### src/lbss_pkg.sv
`default_nettype none

package lbss_pkg;

   localparam int unsigned COUNT_WIDTH_DEFAULT = 16;

   localparam int unsigned LEVEL_WIDTH   = 7;
   localparam int unsigned TICKS_WIDTH   = 16;
   localparam int unsigned REPEAT_WIDTH  = 4;
   localparam int unsigned CSR_IDX_WIDTH = 3;
   localparam int unsigned CSR_DAT_WIDTH = 16;

   typedef enum logic [CSR_IDX_WIDTH-1:0] {
      CSR_SETTLE_TICKS   = 3'd0,
      CSR_ALERT_INTERVAL = 3'd1,
      CSR_ALERT_REPEATS  = 3'd2,
      CSR_RECOVER_LEVEL  = 3'd3,
      CSR_LOW_LEVEL      = 3'd4,
      CSR_CRITICAL_LEVEL = 3'd5,
      CSR_SHUTDOWN_DELAY = 3'd6
   } csr_index_type;

   localparam logic [TICKS_WIDTH-1:0]  SETTLE_TICKS_RST   = 16'd15;
   localparam logic [TICKS_WIDTH-1:0]  ALERT_INTERVAL_RST = 16'd300;
   localparam logic [REPEAT_WIDTH-1:0] ALERT_REPEATS_RST  = 4'd5;
   localparam logic [LEVEL_WIDTH-1:0]  RECOVER_LEVEL_RST  = 7'd25;
   localparam logic [LEVEL_WIDTH-1:0]  LOW_LEVEL_RST      = 7'd15;
   localparam logic [LEVEL_WIDTH-1:0]  CRITICAL_LEVEL_RST = 7'd10;
   localparam logic [TICKS_WIDTH-1:0]  SHUTDOWN_DELAY_RST = 16'd300;

endpackage

`default_nettype wire

### src/low_battery_shutdown_supervisor.sv
`default_nettype none
// Channel   Dir   Handshake                 Payload
// req       in    req_valid / req_stall     req_battery_level[6:0]
// rsp       out   rsp_valid / rsp_stall     rsp_alert_pulse, rsp_power_down
// csr       in    csr_wr_en                 csr_index[2:0], csr_wr_data[15:0]
//
// One word per cycle while the output is not stalled: the supervisor counters
// and the output register take their new values in the cycle after acceptance.
// A new word is taken while the output register is empty or being drained.
// Synchronous reset loads the counters from the register reset values, but clears the delay counter.
// A stalled result holds the output register and stalls the input side.

module low_battery_shutdown_supervisor
   import lbss_pkg::*;
#(
   parameter int unsigned COUNT_WIDTH = COUNT_WIDTH_DEFAULT
) (
   input  wire logic                     clock,
   input  wire logic                     reset,
   input  wire logic                     req_valid,
   output logic                          req_stall,
   input  wire logic [LEVEL_WIDTH-1:0]   req_battery_level,
   output logic                          rsp_valid,
   input  wire logic                     rsp_stall,
   output logic                          rsp_alert_pulse,
   output logic                          rsp_power_down,
   input  wire logic                     csr_wr_en,
   input  wire logic [CSR_IDX_WIDTH-1:0] csr_index,
   input  wire logic [CSR_DAT_WIDTH-1:0] csr_wr_data
);

   logic [TICKS_WIDTH-1:0]  settle_ticks_ff, settle_ticks_in;
   logic [TICKS_WIDTH-1:0]  interval_ticks_ff, interval_ticks_in;
   logic [REPEAT_WIDTH-1:0] repeats_cfg_ff, repeats_cfg_in;
   logic [LEVEL_WIDTH-1:0]  recover_level_ff, recover_level_in;
   logic [LEVEL_WIDTH-1:0]  low_level_ff, low_level_in;
   logic [LEVEL_WIDTH-1:0]  critical_level_ff, critical_level_in;
   logic [TICKS_WIDTH-1:0]  delay_ticks_ff, delay_ticks_in;

   logic [COUNT_WIDTH-1:0]  settle_count_ff, settle_count_in;
   logic [COUNT_WIDTH-1:0]  interval_count_ff, interval_count_in;
   logic [REPEAT_WIDTH-1:0] repeats_left_ff, repeats_left_in;
   logic                    alert_given_ff, alert_given_in;
   logic [COUNT_WIDTH-1:0]  delay_count_ff, delay_count_in;

   logic rsp_valid_ff, rsp_valid_in;
   logic rsp_alert_ff, rsp_alert_in;
   logic rsp_pdown_ff, rsp_pdown_in;

   logic                   accept;
   logic [COUNT_WIDTH-1:0] interval_dec;
   logic [COUNT_WIDTH-1:0] delay_load;
   logic                   shutdown_run;

   assign req_stall = rsp_valid_ff && rsp_stall;
   assign accept    = req_valid && !req_stall;

   always_comb begin
      settle_ticks_in   = settle_ticks_ff;
      interval_ticks_in = interval_ticks_ff;
      repeats_cfg_in    = repeats_cfg_ff;
      recover_level_in  = recover_level_ff;
      low_level_in      = low_level_ff;
      critical_level_in = critical_level_ff;
      delay_ticks_in    = delay_ticks_ff;
      if (csr_wr_en) begin
         case (csr_index)
            CSR_SETTLE_TICKS:   settle_ticks_in   = csr_wr_data;
            CSR_ALERT_INTERVAL: interval_ticks_in = csr_wr_data;
            CSR_ALERT_REPEATS:  repeats_cfg_in    = csr_wr_data[REPEAT_WIDTH-1:0];
            CSR_RECOVER_LEVEL:  recover_level_in  = csr_wr_data[LEVEL_WIDTH-1:0];
            CSR_LOW_LEVEL:      low_level_in      = csr_wr_data[LEVEL_WIDTH-1:0];
            CSR_CRITICAL_LEVEL: critical_level_in = csr_wr_data[LEVEL_WIDTH-1:0];
            CSR_SHUTDOWN_DELAY: delay_ticks_in    = csr_wr_data;
            default: ;
         endcase
      end
   end

   always_comb begin
      settle_count_in   = settle_count_ff;
      interval_count_in = interval_count_ff;
      repeats_left_in   = repeats_left_ff;
      alert_given_in    = alert_given_ff;
      delay_count_in    = delay_count_ff;
      rsp_alert_in      = 1'b0;
      rsp_pdown_in      = 1'b0;
      interval_dec      = '0;
      delay_load        = '0;
      shutdown_run      = 1'b0;

      if (settle_count_ff != '0) begin
         settle_count_in = settle_count_ff - 1'b1;
      end else if (req_battery_level > recover_level_ff) begin
         repeats_left_in   = repeats_cfg_ff;
         settle_count_in   = COUNT_WIDTH'(settle_ticks_ff);
         interval_count_in = COUNT_WIDTH'(interval_ticks_ff);
         alert_given_in    = 1'b0;
      end else begin
         interval_dec = (interval_count_ff != '0) ? interval_count_ff - 1'b1 : '0;
         interval_count_in = interval_dec;
         if (repeats_left_ff != '0 && interval_dec == '0) begin
            interval_count_in = COUNT_WIDTH'(interval_ticks_ff);
            repeats_left_in   = repeats_left_ff - 1'b1;
            alert_given_in    = 1'b0;
         end
         if (!alert_given_in) begin
            rsp_alert_in   = 1'b1;
            alert_given_in = 1'b1;
         end
         shutdown_run = !(repeats_left_in != '0 && req_battery_level >= low_level_ff) &&
                        ((interval_count_in == '0 && req_battery_level < low_level_ff) ||
                         req_battery_level < critical_level_ff);
         if (shutdown_run) begin
            delay_load = (delay_count_ff == '0) ? COUNT_WIDTH'(delay_ticks_ff)
                                                : delay_count_ff;
            delay_count_in = (delay_load != '0) ? delay_load - 1'b1 : '0;
            rsp_pdown_in   = (delay_count_in == '0);
         end
      end
   end

   assign rsp_valid_in = accept || (rsp_valid_ff && rsp_stall);

   always_ff @(posedge clock) begin
      if (reset) begin
         settle_ticks_ff   <= SETTLE_TICKS_RST;
         interval_ticks_ff <= ALERT_INTERVAL_RST;
         repeats_cfg_ff    <= ALERT_REPEATS_RST;
         recover_level_ff  <= RECOVER_LEVEL_RST;
         low_level_ff      <= LOW_LEVEL_RST;
         critical_level_ff <= CRITICAL_LEVEL_RST;
         delay_ticks_ff    <= SHUTDOWN_DELAY_RST;
         settle_count_ff   <= COUNT_WIDTH'(SETTLE_TICKS_RST);
         interval_count_ff <= COUNT_WIDTH'(ALERT_INTERVAL_RST);
         repeats_left_ff   <= ALERT_REPEATS_RST;
         alert_given_ff    <= 1'b0;
         delay_count_ff    <= '0;
         rsp_valid_ff      <= 1'b0;
      end else begin
         settle_ticks_ff   <= settle_ticks_in;
         interval_ticks_ff <= interval_ticks_in;
         repeats_cfg_ff    <= repeats_cfg_in;
         recover_level_ff  <= recover_level_in;
         low_level_ff      <= low_level_in;
         critical_level_ff <= critical_level_in;
         delay_ticks_ff    <= delay_ticks_in;
         rsp_valid_ff      <= rsp_valid_in;
         if (accept) begin
            settle_count_ff   <= settle_count_in;
            interval_count_ff <= interval_count_in;
            repeats_left_ff   <= repeats_left_in;
            alert_given_ff    <= alert_given_in;
            delay_count_ff    <= delay_count_in;
         end
      end
   end

   always_ff @(posedge clock) begin
      if (accept) begin
         rsp_alert_ff <= rsp_alert_in;
         rsp_pdown_ff <= rsp_pdown_in;
      end
   end

   assign rsp_valid       = rsp_valid_ff;
   assign rsp_alert_pulse = rsp_alert_ff;
   assign rsp_power_down  = rsp_pdown_ff;

   a_settle_quiet: assert property (@(posedge clock) disable iff (reset)
      accept && settle_count_ff != '0 |=> rsp_valid_ff && !rsp_alert_ff && !rsp_pdown_ff)
      else $error("output raised while settling");

   a_pdown_delay: assert property (@(posedge clock) disable iff (reset)
      rsp_valid_ff && rsp_pdown_ff |-> delay_count_ff == '0)
      else $error("power down without expired delay");

   a_alert_flag: assert property (@(posedge clock) disable iff (reset)
      rsp_valid_ff && rsp_alert_ff |-> alert_given_ff)
      else $error("alert issued but flag clear");

   a_stall_full: assert property (@(posedge clock) disable iff (reset)
      req_stall |-> rsp_valid_ff)
      else $error("input stalled with empty output register");

endmodule

`default_nettype wire
### config.mk
export PLATFORM = sky130hd
export DESIGN_NAME = low_battery_shutdown_supervisor
export DESIGN_NICKNAME = d
export VERILOG_FILES = /design/src/lbss_pkg.sv /design/src/low_battery_shutdown_supervisor.sv
export SDC_FILE = /design/constraint.sdc
export NUM_CORES = 1
export LEC_CHECK = 0
export ABC_AREA = 1
export BUFFER_PORTS_ARGS = -buffer_cell sky130_fd_sc_hd__buf_2
export CAP_MARGIN = 25
export CELL_PAD_IN_SITES_DETAIL_PLACEMENT = 0
export CELL_PAD_IN_SITES_GLOBAL_PLACEMENT = 1
export CORE_MARGIN = 1
export CORE_UTILIZATION = 45
export CTS_CLUSTER_SIZE = 20
export DETAILED_ROUTE_END_ITERATION = 8
export HOLD_SLACK_MARGIN = 0.02
export PLACE_DENSITY = 0.91
export REMOVE_ABC_BUFFERS = 1
export SETUP_SLACK_MARGIN = 0.5
export SYNTH_ARGS = -nofsm -noshare
export SYNTH_HDL_FRONTEND = slang
export SYNTH_SLANG_ARGS = --single-unit
### constraint.sdc
create_clock -name clock -period 3.3 [get_ports clock]
set_clock_uncertainty 0.2 [all_clocks]
set_input_delay 0.66 -clock clock [delete_from_list [all_inputs] [get_ports clock]]
set_output_delay 0.66 -clock clock [all_outputs]
set_load 0.01 [all_outputs]
* Yosys cells after proc, flatten, opt, wreduce, memory -nomap -nowiden *
Cells that the tools add are included.

operators by class
  order comparisons = 4
  reductions and logical operators = 33
  bitwise logic cells = 3
  $add $sub $neg = 4
  muxes and demuxes = 18
  equality and inequality tests = 6

operators with widths
  operator                                                                number
  16-bit 2-to-1 mux                                                       9
  16-bit logical NOT                                                      4
  16-bit nonzero test                                                     3
  16-bit by 1-bit subtractor with 16-bit output (second input constant)   3
  2-bit AND reduction                                                     9
  4-bit 2-to-1 mux                                                        4
  7-bit < comparator                                                      2
  3-bit equality test (second input constant)                             3
  4-bit nonzero test                                                      2
  7-bit greater-or-equal comparator                                       1
  7-bit > comparator                                                      1
  3-bit by 2-bit equality test with 1-bit output (second input constant)  2
  1-bit logical AND                                                       6
  1-bit 2-to-1 mux                                                        5
  4-bit AND reduction                                                     1
  4-bit by 1-bit subtractor with 4-bit output (second input constant)     1
  3-bit by 1-bit equality test with 1-bit output (second input constant)  1
  3-bit logical NOT                                                       1
  1-bit NOT                                                               3
  3-bit OR reduction                                                      1
  1-bit logical NOT                                                       2
  1-bit logical OR                                                        2
  2-bit nonzero test                                                      1
  2-bit OR reduction                                                      1

storage, ports and cells
  input port bits = 31
  flip-flop bits (word level) = 129
  word-level logic and storage cells = 83

* Depth between registers and ports, before layout *
  depth after elaboration = 13
  depth in mapped cells = 24
  depth with buffers taken out = 22

* Worst setup path after synthesis *
No wires, ideal clock.

  path type = register to register
  from = reg interval_count_ff[0]
  to = reg delay_count_ff[13]
  required time = 2.987 ns
  cell stages (with the launch flop) = 20
  path slack = 0.409 ns
  arrival = 2.579 ns
  period minus slack after synthesis = 2.891 ns
  path through = dfxtp_1 -> inv_1 -> ha_1 -> nand2_2 -> nor2_4 -> nand2_4 -> buf_6 -> nand2_4 -> nand3_2 -> nor2_4 -> nand3_2 -> buf_6 -> xor2_1 -> nor2_1 -> nand2_1 -> o21ai_4 -> nand3_4 -> buf_6 -> nor2_1 -> nor2_1

between the ends
  longest elaborated chain between the ends = 12

RTL lines
  element                                                                                      line                                                                            source
  start, declared                                                                              low_battery_shutdown_supervisor.sv:41                                           logic [COUNT_WIDTH-1:0] interval_count_ff, interval_count_in;
  start signal, assigned                                                                       low_battery_shutdown_supervisor.sv:135                                          interval_count_ff <= COUNT_WIDTH'(ALERT_INTERVAL_RST);
  start signal, assigned                                                                       low_battery_shutdown_supervisor.sv:151                                          interval_count_ff <= interval_count_in;
  16-bit by 1-bit subtractor with 16-bit output / 16-bit nonzero test (equally long branches)  low_battery_shutdown_supervisor.sv:100                                          interval_dec = (interval_count_ff != '0) ? interval_count_ff - 1'b1 : '0;
  16-bit 2-to-1 mux (*)                                                                        low_battery_shutdown_supervisor.sv:100
  16-bit logical NOT                                                                           low_battery_shutdown_supervisor.sv:102                                          if (repeats_left_ff != '0 && interval_dec == '0) begin
  1-bit logical AND                                                                            low_battery_shutdown_supervisor.sv:102
  16-bit 2-to-1 mux / 4-bit 2-to-1 mux (equally long branches)                                 low_battery_shutdown_supervisor.sv:102
  16-bit 2-to-1 mux / 4-bit 2-to-1 mux (equally long branches)                                 low_battery_shutdown_supervisor.sv:94                                           end else if (req_battery_level > recover_level_ff) begin
  16-bit 2-to-1 mux / 4-bit 2-to-1 mux (equally long branches)                                 low_battery_shutdown_supervisor.sv:92                                           if (settle_count_ff != '0) begin
  16-bit logical NOT / 4-bit nonzero test (equally long branches)                              low_battery_shutdown_supervisor.sv:112, low_battery_shutdown_supervisor.sv:111
  1-bit logical AND, on equally long branches                                                  low_battery_shutdown_supervisor.sv:112, low_battery_shutdown_supervisor.sv:111
  1-bit logical OR / 1-bit logical NOT (equally long branches)                                 low_battery_shutdown_supervisor.sv:112, low_battery_shutdown_supervisor.sv:111
  1-bit logical AND (*)                                                                        low_battery_shutdown_supervisor.sv:111                                          shutdown_run = !(repeats_left_in != '0 && req_battery_level >= low_level_ff) &&
  4-bit AND reduction (no line) (*)                                                            --
  end signal, assigned                                                                         low_battery_shutdown_supervisor.sv:154                                          delay_count_ff <= delay_count_in;
  end, declared                                                                                low_battery_shutdown_supervisor.sv:44                                           logic [COUNT_WIDTH-1:0] delay_count_ff, delay_count_in;

Mark *: on every way between the ends. The rest lies on a longest branch, timed or not. The select of a mux whose other input is x is not followed.
A chain may end at the register's enable or synchronous reset.

* Final worst setup path *
  from = reg interval_count_ff[0]
  to = reg delay_count_ff[7]

Same word-level chain as after synthesis.

==> metrics <==
status=complete, no violations; synth warn=0; worst reg2reg startpoint=interval_count_ff[0]$_SDFFE_PP0P_; post-DR vias/cell=5.353; Reg area=2624 sq um; Die Wd=130.9 microns; Hold Slack=241.9 ps; CTS tree=built; Slew Viols, Final=0; largest net degree at the start of global routing=43; register bit count reported by yosys=129; fin crit period=2998 ps; TritonCTS Buffers=17; WP data arrival=3120 ps; core area=16060 sq um; detailed-route DRC error count=0; worst r2r path cells=22; synthesized area=7471 sq um; All-Layer GR Usage=0.2754; Max-slew headroom=0.5085; Max H-tree Level=4; Pwr per Cell Area=411.7 nW/um^2; leakage power=4.239 nW; Post-Syn Instances=1124; clock latency on the worst-skew pair=430 ps; GRT busiest layer=met2; CP startpoint=interval_count_ff[0]$_SDFFE_PP0P_; startpoint types=register; total iterations of the first detailed-routing run=5; fmax=0.3335 GHz; most frequent cells in the layout=231 x nand2_1, 145 x nor2_1, 145 x inv_1, 114 x dfxtp_1, 99 x o21ai_0; GR met1 Demand/Resource=0.3615; ANT nets after route=0; port bufs=34; # setup viols final=0; IO Count=35; Die Y=130.9 microns; final wirelength=22520 microns; critical path capture point=delay_count_ff[7]$_SDFFE_PP0P_; layout cells sized above 1=0.2002; max cap viols=0; GPL Wtd Cong=0.9048; first-pass GRT wire length=35940 microns; total clock sinks=129; crit end category=register; post-detail-place hpwl=15330 microns; Cell Rows=46; Layout Utilization=0.5831; Setup CP Type=reg2reg; largest fanout on the critical path=9; post-synth cell types=45; total negative setup slack=0 ps; vias after detailed routing=7735; met2 usage=0.4572; vias in the first global route=7082; clock-pin slew on the worst setup and hold paths=60 ps; Avg Cell Area, Syn=6.647 sq um; aggregate global routing overflow=0; r2r setup slk=300 ps; RSZ-0062 raised after global routing=yes; Slew @ Worst Pin=736.1 ps; Reg-to-Reg End=delay_count_ff[7]$_SDFFE_PP0P_; sequential share of the synthesized area=0.3484; HP Class=reg2reg; CTS max path bufs=2; drt wl/cell=15.59 microns; Initial Util=0.4652; VDD IR max=0.3937 mV; Clock Tree Root=clkbuf_16; initial antenna violation count=0; ANT cells=0; Layout area overhead=25.32%; final number of hold-violating endpoints=0; Die ar.=17120 sq um; met3 Track Usage GR=0.05497; Multi-input gate area=4539 sq um; layout net count=1273; fillers=1516; drt initial violations=738; commonest non-fill, non-tap cell in the layout=nand2_1; final worst path period share=0.9086; CP required=3420 ps
-- worst min-delay path by stage --
stage                                       from                           endpoint  cells past startpoint
6_report         delay_ticks_ff[12]$_SDFFE_PP0P_    delay_ticks_ff[12]$_SDFFE_PP0P_                      2
5_1_grt        critical_level_ff[4]$_SDFFE_PP0P_  critical_level_ff[4]$_SDFFE_PP0P_                      2
4_1_cts          delay_ticks_ff[12]$_SDFFE_PP0P_    delay_ticks_ff[12]$_SDFFE_PP0P_                      2
3_5_place_dp     delay_ticks_ff[12]$_SDFFE_PP0P_    delay_ticks_ff[12]$_SDFFE_PP0P_                      2
3_3_place_gp     delay_ticks_ff[12]$_SDFFE_PP0P_    delay_ticks_ff[12]$_SDFFE_PP0P_                      2
2_1_floorplan     repeats_cfg_ff[0]$_SDFFE_PP1P_     repeats_cfg_ff[0]$_SDFFE_PP1P_                      2
-- area by class of cell --
cell class / count / area share
clock inverters: 12 / 0.01136
inverters: 152 / 0.06121
multi-input cells: 814 / 0.4848
flip-flops and latches: 129 / 0.2802
well taps: 216 / 0.02887
repair buffers: 102 / 0.08352
clock buffers: 20 / 0.04998
-- timing repair --
action | 4_1_cts | 5_1_grt
hold buffers | 0 | 0
buffers inserted | 26 | 7
resized for setup | 77 | 31
endpoints found under the setup margin | 20 | 27
pin swaps | 49 | 18
gates cloned | 8 | 0
-- sequential cells by signal (all words and copies together), names as in the netlist, 4 cells and up --
name,count
delay_count_ff,16
delay_ticks_ff,16
interval_count_ff,16
interval_ticks_ff,16
settle_count_ff,16
settle_ticks_ff,16
critical_level_ff,7
low_level_ff,7
recover_level_ff,7
repeats_cfg_ff,4
repeats_left_ff,4
-- per-stage QoR --
stage               setup WS, ps  instances  power (W)  area, sq um
detailed placement         63.40       1372   0.002031         8059
finish                     301.6       1445   0.003855         9363
global placement           94.15       1372   0.002027         8059
CTS                        386.7       1438   0.003863         9203
global route               119.3       1445   0.004002         9363
floorplan                 -153.2       1087   0.001880         7306
-- critical path, stage by stage (launching register included) --
cell	delay (ps)
dfxtp_2	320
inv_2	80
ha_4	150
nand2_4	70
nor2_4	120
buf_6	150
nand2_8	80
nand3_2	120
nand2_2	80
clkinv_1	50
nand2_1	70
nor2_4	130
nand3_4	130
buf_12	160
o21ai_2	110
nand3_1	80
nor2_1	130
nand3_2	120
nand2_4	170
buf_12	150
nand4_1	90
nand2_1	90
nor2_1	50
-- cells in the mapped netlist --
master	instances	area, sq um
a2111oi_0	1	8.760
a211oi_1	2	15.01
a21boi_0	1	7.510
a21oi_1	53	265.3
a221oi_1	2	17.52
a311oi_1	1	8.760
a31oi_1	19	118.9
and2_1	1	6.260
and3_1	1	6.260
buf_1	1	3.750
buf_2	3	15.01
buf_6	3	33.78
clkbuf_1	30	112.6
clkinv_1	2	7.510
dfxtp_1	127	2542
edfxtp_1	2	60.06
ha_1	26	325.3
inv_1	149	559.3
inv_2	1	3.750
nand2_1	248	930.9
nand2_2	8	50.05
nand2_4	2	22.52
nand3_1	51	255.2
nand3_2	6	60.06
nand3_4	1	17.52
nand3b_1	1	7.510
nand4_1	36	225.2
nor2_1	162	608.1
nor2_2	4	25.02
nor2_4	6	67.56
nor2_8	1	20.02
nor3_1	9	45.04
nor3_4	1	16.27
o211ai_1	22	165.2
o21a_1	2	15.01
o21ai_0	103	515.5
o21ai_1	2	10.01
o21ai_2	4	35.03
o21ai_4	1	16.27
o21bai_1	3	22.52
o221ai_1	2	17.52
o22ai_1	2	12.51
o41ai_1	1	8.760
xnor2_1	5	43.79
xor2_1	16	140.1
-- per-layer routing --
| layer | up-vias | routed length [microns] |
|---|---|---|
| met2 | 193 | 10590 |
| met5 | - | 0 |
| met1 | 3638 | 10690 |
| met3 | 31 | 890 |
| met4 | 0 | 342 |
| li1 | 3873 | - |
-- logic make-up after synthesis --
family | synth area share
xor gates and xnor gates | 0.02462
DFF | 0.3484
adders and majority gates | 0.04354
and+or+nand+nor | 0.3164
buffers and inverters | 0.09848
AOI/OAI and AO/OA | 0.1686
-- power by group --
group          leakage [nW]  switching (W)  internal [W]  total (W)
registers              1.06      0.0000287       0.00161    0.00164
clock network         0.273       0.000730       0.00110    0.00183
logic                  2.91       0.000253      0.000138   0.000391
total                  4.24        0.00101       0.00284    0.00385
(Power assumes the default switching activity.)
